File: config.mk
export PLATFORM = sky130hd
export DESIGN_NAME = ring_fault_diagnosis_table
export DESIGN_NICKNAME = d
export VERILOG_FILES = /design/src/rtl/rfd_pkg.sv /design/src/rtl/rfd_ram.sv /design/src/rtl/ring_fault_diagnosis_table.sv
export SDC_FILE = /design/constraint.sdc
export NUM_CORES = 1
export LEC_CHECK = 0
export BUFFER_PORTS_ARGS = -buffer_cell sky130_fd_sc_hd__buf_2
export CAP_MARGIN = 15
export CORE_ASPECT_RATIO = 0.5
export CORE_UTILIZATION = 37
export CTS_BUF_LIST = sky130_fd_sc_hd__clkbuf_8
export CTS_CLUSTER_DIAMETER = 80
export DETAILED_ROUTE_END_ITERATION = 8
export PLACE_DENSITY = 0.59
export SLEW_MARGIN = 40
export SYNTH_ARGS = -nofsm -noshare
export SYNTH_HDL_FRONTEND = slang
export SYNTH_SLANG_ARGS = --single-unit
File: constraint.sdc
create_clock -name clk -period 6.8 [get_ports clk]
set_clock_uncertainty 0.2 [all_clocks]
set_input_delay 0.34 -clock clk [delete_from_list [all_inputs] [get_ports clk]]
set_output_delay 0.34 -clock clk [all_outputs]
set_load 0.005 [all_outputs]
File: src/rtl/rfd_pkg.sv
// shared constants, view codes and a helper function for the ring diagnosis table
package rfd_pkg;

	localparam int MAX_NODES = 16;
	localparam int NODE_W    = $clog2(MAX_NODES);
	localparam int CNT_W     = NODE_W + 1;
	localparam int ROW_W     = 2 * MAX_NODES;

	// view entry codes
	localparam logic [1:0] V_CORRECT = 2'd0;
	localparam logic [1:0] V_FAULTY  = 2'd1;
	localparam logic [1:0] V_UNKNOWN = 2'd2;

	// event kinds
	localparam logic [1:0] MODE_TEST     = 2'd0;
	localparam logic [1:0] MODE_FAULT    = 2'd1;
	localparam logic [1:0] MODE_RECOVERY = 2'd2;

	localparam logic [CNT_W-1:0] NODE_COUNT_RST = CNT_W'(8);
	localparam logic [CNT_W-1:0] RING_MIN       = CNT_W'(2);
	localparam logic [CNT_W-1:0] RING_CAP       = CNT_W'(MAX_NODES);

	// row of a node's view after reset: unknown, own entry correct
	function automatic logic [ROW_W-1:0] reset_row(input logic [NODE_W-1:0] t);
		logic [ROW_W-1:0] r;
		for (int i = 0; i < MAX_NODES; i++) begin
			r[2*i +: 2] = (NODE_W'(i) == t) ? V_CORRECT : V_UNKNOWN;
		end
		return r;
	endfunction

endpackage

File: src/rtl/rfd_ram.sv
// generic single-write, single-read ram with registered read data
module rfd_ram #(
	parameter int WIDTH = 32,
	parameter int DEPTH = 16
) (
	input  logic                     clk,
	input  logic                     we,
	input  logic [$clog2(DEPTH)-1:0] waddr,
	input  logic [WIDTH-1:0]         wdata,
	input  logic                     re,
	input  logic [$clog2(DEPTH)-1:0] raddr,
	output logic [WIDTH-1:0]         rdata
);

	logic [WIDTH-1:0] mem [DEPTH];

	// write port
	always_ff @(posedge clk) begin
		if (we) begin
			mem[waddr] <= wdata;
		end
	end

	// registered read port
	always_ff @(posedge clk) begin
		if (re) begin
			rdata <= mem[raddr];
		end
	end

endmodule

File: src/rtl/ring_fault_diagnosis_table.sv
// top level of the ring fault diagnosis table: event sequencer around the view memory
//
// Usage
//   Events enter on start/mode/node and are taken when start is high and busy
//   is low. A test event walks the ring from the node after the tester; each
//   tested node gives one result, marked by a one-cycle result_valid strobe,
//   and last flags the final result of the event. Fault, recovery, undefined
//   events and tests by a failed or out-of-ring tester give one skipped result.
//   The ring size register is written on cfg_valid/cfg_ready/cfg_data; ready is
//   high whenever no event is in progress.
// Sequencing
//   An accepted event goes to ST_LOAD with the tester row read at accept;
//   a skipped event gives its result there. A test walks in ST_WALK, one
//   faulty result per failed node met; a correct node has its row read and
//   gives the merged result from ST_MERGE. busy drops with the final result
//   and no new event is taken before. The view memory has one read port and
//   one row per tester, read once for the tester, once for the correct node.
// Reset
//   arst_n clears the failed flags, the row valid bits and sets the ring size
//   to 8; rows not yet written read as unknown with the own entry correct, so
//   no clearing pass is needed and events are taken right after reset.
// Results are a strobe: the receiver cannot stall the block.
module ring_fault_diagnosis_table (
	input  logic                         clk,
	input  logic                         arst_n,
	input  logic                         start,
	output logic                         busy,
	input  logic [1:0]                   mode,
	input  logic [rfd_pkg::NODE_W-1:0]   node,
	input  logic                         cfg_valid,
	output logic                         cfg_ready,
	input  logic [rfd_pkg::CNT_W-1:0]    cfg_data,
	output logic                         result_valid,
	output logic [rfd_pkg::NODE_W-1:0]   tester,
	output logic [rfd_pkg::NODE_W-1:0]   tested,
	output logic                         tested_faulty,
	output logic                         skipped,
	output logic [rfd_pkg::ROW_W-1:0]    view_vector,
	output logic                         last
);
	import rfd_pkg::*;

	typedef enum logic [3:0] {
		ST_IDLE  = 4'b0001,
		ST_LOAD  = 4'b0010,
		ST_WALK  = 4'b0100,
		ST_MERGE = 4'b1000
	} state_t;

	state_t              state_q;
	logic [CNT_W-1:0]    node_count_q;
	logic [MAX_NODES-1:0] failed_q;
	logic [MAX_NODES-1:0] row_valid_q;
	logic [1:0]          mode_q;
	logic [NODE_W-1:0]   node_q;
	logic [NODE_W-1:0]   s_q;
	logic [ROW_W-1:0]    row_q;

	logic [CNT_W-1:0]    ring_n;
	logic                accept;
	logic                ram_we;
	logic [NODE_W-1:0]   ram_waddr;
	logic [ROW_W-1:0]    ram_wdata;
	logic                ram_re;
	logic [NODE_W-1:0]   ram_raddr;
	logic [ROW_W-1:0]    ram_rdata;

	logic [ROW_W-1:0]    tester_row;
	logic [ROW_W-1:0]    src_row;
	logic [ROW_W-1:0]    faulty_row;
	logic [ROW_W-1:0]    merged_row;
	logic [NODE_W-1:0]   s_next;
	logic [NODE_W-1:0]   first_s;
	logic                skip_ev;
	logic                walk_end;

	// next node round the ring
	function automatic logic [NODE_W-1:0] ring_next(input logic [NODE_W-1:0] x,
			input logic [CNT_W-1:0] n);
		logic [CNT_W-1:0] x1;
		x1 = {1'b0, x} + CNT_W'(1);
		return (x1 == n) ? '0 : x1[NODE_W-1:0];
	endfunction

	// effective ring size
	always_comb begin
		if (node_count_q < RING_MIN) begin
			ring_n = RING_MIN;
		end else if (node_count_q > RING_CAP) begin
			ring_n = RING_CAP;
		end else begin
			ring_n = node_count_q;
		end
	end

	assign busy      = (state_q != ST_IDLE);
	assign cfg_ready = (state_q == ST_IDLE);
	assign accept    = start && !busy;

	// view memory, one row per tester
	rfd_ram #(
		.WIDTH(ROW_W),
		.DEPTH(MAX_NODES)
	) u_view_ram (
		.clk  (clk),
		.we   (ram_we),
		.waddr(ram_waddr),
		.wdata(ram_wdata),
		.re   (ram_re),
		.raddr(ram_raddr),
		.rdata(ram_rdata)
	);

	// rows never written read as their reset value
	assign tester_row = row_valid_q[node_q] ? ram_rdata : reset_row(node_q);
	assign src_row    = row_valid_q[s_q] ? ram_rdata : reset_row(s_q);

	assign s_next   = ring_next(s_q, ring_n);
	assign first_s  = ring_next(node_q, ring_n);
	assign walk_end = (s_next == node_q);
	assign skip_ev  = (mode_q != MODE_TEST) || ({1'b0, node_q} >= ring_n) || failed_q[node_q];

	// tester row with the current node marked faulty
	always_comb begin
		faulty_row = row_q;
		faulty_row[2*s_q +: 2] = V_FAULTY;
	end

	// copy the source's view of nodes strictly between it and the tester
	always_comb begin
		logic btw;
		merged_row = row_q;
		for (int k = 0; k < MAX_NODES; k++) begin
			if (s_q < node_q) begin
				btw = (NODE_W'(k) > s_q) && (NODE_W'(k) < node_q);
			end else begin
				btw = (NODE_W'(k) > s_q) || (NODE_W'(k) < node_q);
			end
			if (btw && (CNT_W'(k) < ring_n)) begin
				merged_row[2*k +: 2] = src_row[2*k +: 2];
			end
		end
		merged_row[2*s_q +: 2] = V_CORRECT;
	end

	// memory port control
	always_comb begin
		ram_re    = 1'b0;
		ram_raddr = s_q;
		ram_we    = 1'b0;
		ram_waddr = node_q;
		ram_wdata = merged_row;
		case (state_q)
			ST_IDLE: begin
				ram_re    = accept;
				ram_raddr = node;
			end
			ST_WALK: begin
				ram_re    = !failed_q[s_q];
				ram_we    = failed_q[s_q] && walk_end;
				ram_wdata = faulty_row;
			end
			ST_MERGE: begin
				ram_we = 1'b1;
			end
			default: begin
				ram_re = 1'b0;
			end
		endcase
	end

	// sequencer, flags and ring size register
	always_ff @(posedge clk or negedge arst_n) begin
		if (!arst_n) begin
			state_q      <= ST_IDLE;
			node_count_q <= NODE_COUNT_RST;
			failed_q     <= '0;
			row_valid_q  <= '0;
		end else begin
			if (cfg_valid && cfg_ready) begin
				node_count_q <= cfg_data;
			end
			if (ram_we) begin
				row_valid_q[node_q] <= 1'b1;
			end
			case (state_q)
				ST_IDLE: begin
					if (accept) begin
						if (mode == MODE_FAULT) begin
							failed_q[node] <= 1'b1;
						end else if (mode == MODE_RECOVERY) begin
							failed_q[node] <= 1'b0;
						end
						state_q <= ST_LOAD;
					end
				end
				ST_LOAD: begin
					state_q <= skip_ev ? ST_IDLE : ST_WALK;
				end
				ST_WALK: begin
					if (!failed_q[s_q]) begin
						state_q <= ST_MERGE;
					end else if (walk_end) begin
						state_q <= ST_IDLE;
					end
				end
				ST_MERGE: begin
					state_q <= ST_IDLE;
				end
				default: begin
					state_q <= ST_IDLE;
				end
			endcase
		end
	end

	// event payload and working row
	always_ff @(posedge clk) begin
		if (accept) begin
			mode_q <= mode;
			node_q <= node;
		end
		if (state_q == ST_LOAD) begin
			row_q <= tester_row;
			s_q   <= first_s;
		end
		if (state_q == ST_WALK && failed_q[s_q]) begin
			row_q <= faulty_row;
			s_q   <= s_next;
		end
	end

	// result strobe
	always_ff @(posedge clk or negedge arst_n) begin
		if (!arst_n) begin
			result_valid <= 1'b0;
		end else begin
			result_valid <= ((state_q == ST_LOAD) && skip_ev)
				|| ((state_q == ST_WALK) && failed_q[s_q])
				|| (state_q == ST_MERGE);
		end
	end

	// result beat payload
	always_ff @(posedge clk) begin
		tester <= node_q;
		case (state_q)
			ST_LOAD: begin
				tested        <= '0;
				tested_faulty <= 1'b0;
				skipped       <= 1'b1;
				view_vector   <= tester_row;
				last          <= 1'b1;
			end
			ST_WALK: begin
				tested        <= s_q;
				tested_faulty <= 1'b1;
				skipped       <= 1'b0;
				view_vector   <= faulty_row;
				last          <= walk_end;
			end
			ST_MERGE: begin
				tested        <= s_q;
				tested_faulty <= 1'b0;
				skipped       <= 1'b0;
				view_vector   <= merged_row;
				last          <= 1'b1;
			end
			default: begin
				tested        <= tested;
				tested_faulty <= tested_faulty;
				skipped       <= skipped;
				view_vector   <= view_vector;
				last          <= last;
			end
		endcase
	end

endmodule

### Word-level counts from Yosys, hierarchy flattened

Memory sizes are Yosys's and may differ from the RTL's. A register that Yosys moved wholly into a read port is not among the register bits.
Cells that the tools add are included.

| storage, ports and cells | value |
|---|---|
| register bits after elaboration | 127 |
| memory bits (writable) | 512 |
| output and inout bits | 46 |
| logic and storage cells | 304 |
| memories | 1 |

Memories:

| memory | depth | width | read ports | clocked after memory_dff | write ports | line | text |
|---|---|---|---|---|---|---|---|
| u_view_ram.mem | 16 | 32 | 1 | 1 | 1 | rfd_ram.sv:15 | `logic [WIDTH-1:0] mem [DEPTH];` |

| operators by class | value |
|---|---|
| add/subtract/negate cells | 3 |
| $lt $le $gt $ge | 57 |
| equal/unequal tests | 42 |
| shift-type cells | 3 |
| muxes and demuxes | 106 |
| bitwise logic cells | 4 |
| reductions and logical operators | 73 |

Operators by type and width:

| operator | count |
|---|---|
| 32-bit two-way mux | 5 |
| 2-bit two-way mux | 48 |
| 32-bit one-hot mux with 3 select lines | 1 |
| 2-bit by 34-bit indexed part select with 32-bit output, first input constant | 2 |
| 32-bit bitwise mux | 2 |
| 4-bit equality test, first input constant | 16 |
| 4-bit by 5-bit < comparator with 1-bit output, first input constant | 8 |
| 1-bit logical AND | 39 |
| 5-bit negator with 34-bit output | 1 |
| 2-bit by 34-bit variable shift with 32-bit output, first input constant | 1 |
| 3-bit by 4-bit equality test with 1-bit output, first input constant | 8 |
| 4-bit greater-than comparator, first input constant | 8 |
| 4-bit < comparator, first input constant | 8 |
| 16-bit two-way mux | 2 |
| 4-bit two-way mux | 8 |
| 16-bit OR | 2 |
| 1-bit two-way mux | 24 |
| 1-bit logical OR | 20 |
| 3-bit by 5-bit < comparator with 1-bit output, first input constant | 4 |
| 16-bit AND | 1 |
| 1-bit binary-select mux with 4-bit select | 4 |
| 2-bit by 4-bit equality test with 1-bit output, first input constant | 4 |
| 3-bit by 4-bit greater-than comparator with 1-bit output, first input constant | 4 |
| 3-bit by 4-bit < comparator with 1-bit output, first input constant | 4 |
| other kinds (39) | 64 |

### Longest topological paths before layout

| logic depth | value |
|---|---|
| depth after elaboration | 10 |
| gate-level depth with buffers | 13 |
| gate-level depth less buffers | 9 |

### By module

A second synthesis with hierarchy kept.

| unflattened totals | value |
|---|---|
| cells, all modules | 1853 |
| area, all modules | 29508.3 sq um |

Modules (own cells, without submodules):

| module | times used | cells each | area each (sq um) | seq. area each (sq um) |
|---|---|---|---|---|
| rfd_ram | 1 | 838 | 20174.3 | 16335.7 |
| ring_fault_diagnosis_table | 1 | 1015 | 9334.0 | 3565.9 |

### Worst setup path before layout

No wires, ideal clock.

| timing path | value |
|---|---|
| path type | register -> register |
| start point | register s_q[1] |
| end point | memory u_view_ram.mem[11][0] (enable) |
| setup time | 0.421 ns |
| data arrival time | 3.715 ns |
| required time | 6.179 ns |
| slack | 2.464 ns |
| cell stages (with the launch flop) | 14 |
| cell sequence | edfxtp_1 -> buf_4 -> buf_6 -> buf_4 -> inv_1 -> ha_1 -> clkbuf_1 -> xnor2_1 -> o211ai_1 -> a211oi_1 -> a31o_2 -> a21oi_2 -> buf_4 -> nor2_1 |

| on the way | value |
|---|---|
| word-level cells in the longest chain between the ends | 8 |

RTL lines:

| what | line | text |
|---|---|---|
| start: declaration | ring_fault_diagnosis_table.sv:56 | `logic [NODE_W-1:0] s_q;` |
| start signal: assignment | ring_fault_diagnosis_table.sv:225 | `s_q <= first_s;` |
| start signal: assignment | ring_fault_diagnosis_table.sv:229 | `s_q <= s_next;` |
| 4-bit by 1-bit adder with 5-bit output | ring_fault_diagnosis_table.sv:81 | `x1 = {1'b0, x} + CNT_W'(1);` |
| 5-bit equality test | ring_fault_diagnosis_table.sv:82 | `return (x1 == n) ? '0 : x1[NODE_W-1:0];` |
| 4-bit two-way mux | ring_fault_diagnosis_table.sv:82 |  |
| 4-bit equality test | ring_fault_diagnosis_table.sv:120 | `assign walk_end = (s_next == node_q);` |
| 1-bit logical AND (*) | ring_fault_diagnosis_table.sv:160 | `ram_we = failed_q[s_q] && walk_end;` |
| 1-bit one-hot mux with 2 select lines (*) | ring_fault_diagnosis_table.sv:153 | `case (state_q)` |
| 1-bit two-way mux (*) | rfd_ram.sv:19 | `if (we) begin` |
| 1-bit two-way mux (implied by the code) (*) | rfd_ram.sv:20 | `mem[waddr] <= wdata;` |
| end: declaration | rfd_ram.sv:15 |  |

Every way passes the cells marked *; elsewhere a longest branch is shown, timed or not. The select of a mux whose other input is x is not followed.

### Final worst setup path

| timing path | value |
|---|---|
| start point | register s_q[2] |
| end point | memory u_view_ram.mem[10][22], data pin |

| on the way | value |
|---|---|
| word-level cells in the longest chain between the ends | 7 |

RTL lines:

| what | line | text |
|---|---|---|
| 4-bit greater-than comparator | ring_fault_diagnosis_table.sv:135, ring_fault_diagnosis_table.sv:137 |  |
| 1-bit logical OR / 1-bit logical AND (equally long branches) | ring_fault_diagnosis_table.sv:137, ring_fault_diagnosis_table.sv:135 |  |
| 1-bit two-way mux | ring_fault_diagnosis_table.sv:134 | `if (s_q < node_q) begin` |
| 1-bit logical AND | ring_fault_diagnosis_table.sv:139 | `if (btw && (CNT_W'(k) < ring_n)) begin` |
| 2-bit two-way mux | ring_fault_diagnosis_table.sv:139 |  |
| 32-bit bitwise mux | ring_fault_diagnosis_table.sv:143 | `merged_row[2*s_q +: 2] = V_CORRECT;` |
| 32-bit two-way mux (*) | ring_fault_diagnosis_table.sv:153 |  |
| via ram_wdata[22] | ring_fault_diagnosis_table.sv:63 | `logic [ROW_W-1:0] ram_wdata;` |

The timed path passes the listed nets; every way through them passes the cells marked *. The select of a mux whose other input is x is not followed.

==> flow_summary.json <==
{
  "netlist.area_leader.share": 0.631,
  "clk_pin_slew_ns": 0.07,
  "grt_pass1_wl_um": 133000,
  "synth-seq-area-share": 0.669,
  "drive_above_1_share": 0.187,
  "area.growth.synth_to_final_pct": 14.1,
  "seqPwrFrac": 0.442,
  "tightest_slew_ns": 0.880,
  "core_area_um2": 79500,
  "cts_buffers": 98,
  "vias": 20135,
  "finalCritPeriodShare": 0.648,
  "cts_tree": "built",
  "fin_nets": 2340,
  "setup_viol": 0,
  "fp.dieH_um": 202,
  "cp.depth": 8,
  "h-tree-depth": 3,
  "final_cells": 3445,
  "cts.sinks": 671,
  "critPathLaunchType": "flop",
  "clock_tree.root_cell": "clkbuf_8",
  "clock.fmax_mhz": 227,
  "yosys_warnings": 0,
  "p_sw_w": 0.00460,
  "min_period_ns": 4.41,
  "utilization": 0.427,
  "cpPeakStageDelay_ns": 0.75,
  "crit_chain": "buf_4 -> nor3_1 -> ha_1 -> nor3b_1 -> nand4_1 -> mux2i_1 -> nor2_1 -> or3_1",
  "final_area_um2": 33900,
  "critical_path_arrival_ns": 4.58,
  "hold_path_class": "in2reg",
  "grt_pass1_vias": 19449,
  "rsz0062_at_grt": "false",
  "synth_seq_cells": 671,
  "slew_viol_final": 0,
  "cts_buffer_depth": 3,
  "io_pins": 61,
  "std_cell_rows": 73,
  "p_leak_nw": 11.6,
  "clk_latency_ns": 0.73,
  "synth_edf_count": 625,
  "synth_top_cell_by_area": "edfxtp_1",
  "vdd.ir_drop.worst_uv": 226,
  "cp_top_family": "simple AND/OR/NAND/NOR gates",
  "worst_setup_path_end_kind": "flop",
  "placed_cell_area_um2": 31800,
  "start_util": 0.374,
  "critPathMaxFanout": 16,
  "hold_viol_final": 0,
  "grt_usage": 0.224,
  "synth.distinct_cells": 90,
  "crit_required_ns": 6.97,
  "netlist_instances": 2191,
  "antenna_found_initial": 0,
  "pwr-share-comb": 0.315,
  "synthArstFlopShare": 0.0626,
  "relSlewSlack": 0.409,
  "switching_share": 0.363,
  "path_buf_inv": 1,
  "dr.pass1.iters": 7,
  "syn_avg_cell_area_um2": 13.6,
  "cts-resized-gates": 0,
  "clock_power_share": 0.243,
  "overflow": 0,
  "maxCapViolations": 0,
  "drt_iter0_drc": 2524,
  "power.total_w": 0.0127,
  "ys_top_cells_by_area": "edfxtp_1 63%, mux4_2 6.0%, nand2_1 4.7%",
  "die_area_um2": 81600,
  "viasPerCell": 5.84,
  "dp_hpwl_um": 57100,
  "drc": 0,
  "p_per_area_nw_per_um2": 374,
  "synthesis.area_um2": 29700,
  "holdPathStages": 2,
  "grt_max_degree": 129,
  "portBuffers": 60,
  "antenna_left": 0,
  "fin_setup_tns_ns": 0,
  "ys_dominant_reg_cell": "edfxtp_1",
  "globalplace.congestion": 1.04,
  "numPlacedInstances": 3235,
  "cp_slowest_cell": "nor3b_1",
  "synth.net_count": 2224,
  "outcome": "finished, final reports clean",
  "die_w_um": 403,
  "worstRegToRegCells": 8,
  "wire_per_inst_um": 26.8,
  "internal_power_w": 0.00809,
  "crit_type": "reg2reg",
  "wl_um": 92300
}
layer usage:
metal	global-route usage	up-vias	share of wire
met2	0.335	1063	0.44
met3	0.0577	208	0.098
li1	-	8712	-
met1	0.309	10152	0.42
met4	0.0938	0	0.040
met5	0	-	0
per-stage QoR:
step                      setup slack (ns)  hold WS (ns)
after CTS                             2.43        0.0986
after global placement                1.88         0.296
after floorplan                       2.46        -0.156
final                                 2.39         0.150
after global routing                  2.29         0.150
after detailed placement              2.42         0.180
cell families after synthesis:
group,after synthesis,share of synthesized area
DFF,671,0.669
AOI/OAI and AO/OA,370,0.0869
muxes,145,0.0832
adders and majority gates,18,0.00757
and+or+nand+nor,806,0.124
buffers and inverters,168,0.0243
xor gates and xnor gates,13,0.00475
Yosys cell counts, drive strengths merged (13+ instances only):
cell     count
o2bb2ai     19
nand3      170
a211oi      13
nand2      369
nand2b      14
o21bai      17
nor2       102
mux4        79
and2        14
nor3        29
ha          18
mux2        29
o211ai      16
a22oi       38
nand4       43
edfxtp     625
o21ai       93
dfrtp       40
a21oi       42
inv         23
mux2i       37
o22ai       16
clkbuf      80
buf         63
a31oi       17
path summary, 6_finish.rpt:
kind	from	to	slack [ns]
worst max register to register	s_q[2]$_DFFE_PP_	u_view_ram.mem[10][22]$_DFFE_PP_	2.39
worst min-delay path	mode[0]	mode_q[0]$_DFFE_PP_	0.15
worst max-delay path	s_q[2]$_DFFE_PP_	u_view_ram.mem[10][22]$_DFFE_PP_	2.39
worst min register to register	node_q[2]$_DFFE_PP_	tester[2]$_DFF_P_	0.25
min in group asynchronous	arst_n	state_q[0]$_DFFE_PN1P_	0.50
max in group asynchronous	arst_n	node_count_q[4]$_DFFE_PN0P_	5.64
worst register-to-register path, delay by kind of cell (launching register included):
kind          cells  cell delay, ns
simple gates      5            2.15
flops             1            0.72
mux               1            0.35
buf+inv           1            0.32
fa+ha+maj         1            0.30
cell type report:
class | instances | area (µm²)
Tap cell | 1050 | 1310
Multi-Input combinational cell | 1352 | 9540
Antenna cell | 4 | 10.0
Inverter | 25 | 93.8
Sequential cell | 671 | 19900
Clock inverter | 84 | 457
Timing Repair Buffer | 159 | 1240
Clock buffer | 100 | 1380
Fill cell | 7219 | 45500
flip-flops by register name (all words and copies together), names as in the netlist, named ones only:
register,count
node_q,4
u_view_ram.mem,512
view_vector,32
tester,4
state_q,4
tested,4
u_view_ram.rdata,32
result_valid,1
last,1
s_q,4
row_q,32
node_count_q,5
mode_q,2
row_valid_q,16
skipped,1
tested_faulty,1
cells in the final DEF (no fill, tap or decap), drive strengths merged, types with 6 or more instances in the layout:
master,Yosys,routed
o32ai,7,7
and3,9,9
clkinv,2,47
ha,18,18
mux2,29,29
o21bai,17,17
mux4,79,79
o22ai,16,16
or2,7,7
nand2b,14,14
or4,7,7
o211ai,16,16
nand2,369,369
a21o,11,11
mux2i,37,37
clkbuf,80,100
edfxtp,625,625
o221ai,7,7
nand3,170,170
nor2,102,102
nor2b,11,11
dfrtp,40,40
o21ai,93,93
dlygate4sd3,0,19
a22oi,38,38
nor4b,6,6
nand4,43,43
a211oi,13,13
a31oi,17,17
a21oi,42,42
inv,23,58
o311ai,6,6
and2,14,14
xnor2,8,8
nor3,29,29
buf,63,140
o2bb2ai,19,19
o21a,11,11
power by group through the flow:
stage / clock network (W) / logic, W / registers, W
3_3_place_gp: 0 / 0.00376 / 0.00570
4_1_cts: 0.00315 / 0.00391 / 0.00559
3_5_place_dp: 0 / 0.00387 / 0.00568
2_1_floorplan: 0 / 0.00243 / 0.00552
5_1_grt: 0.00331 / 0.00428 / 0.00562
6_report: 0.00309 / 0.00400 / 0.00561
repair_timing:
action	in CTS	in global routing
setup buffers	0	0
hold endpoints to repair	71	0
hold buffers	20	0
No activity file was read; power rests on OpenSTA's default activity.
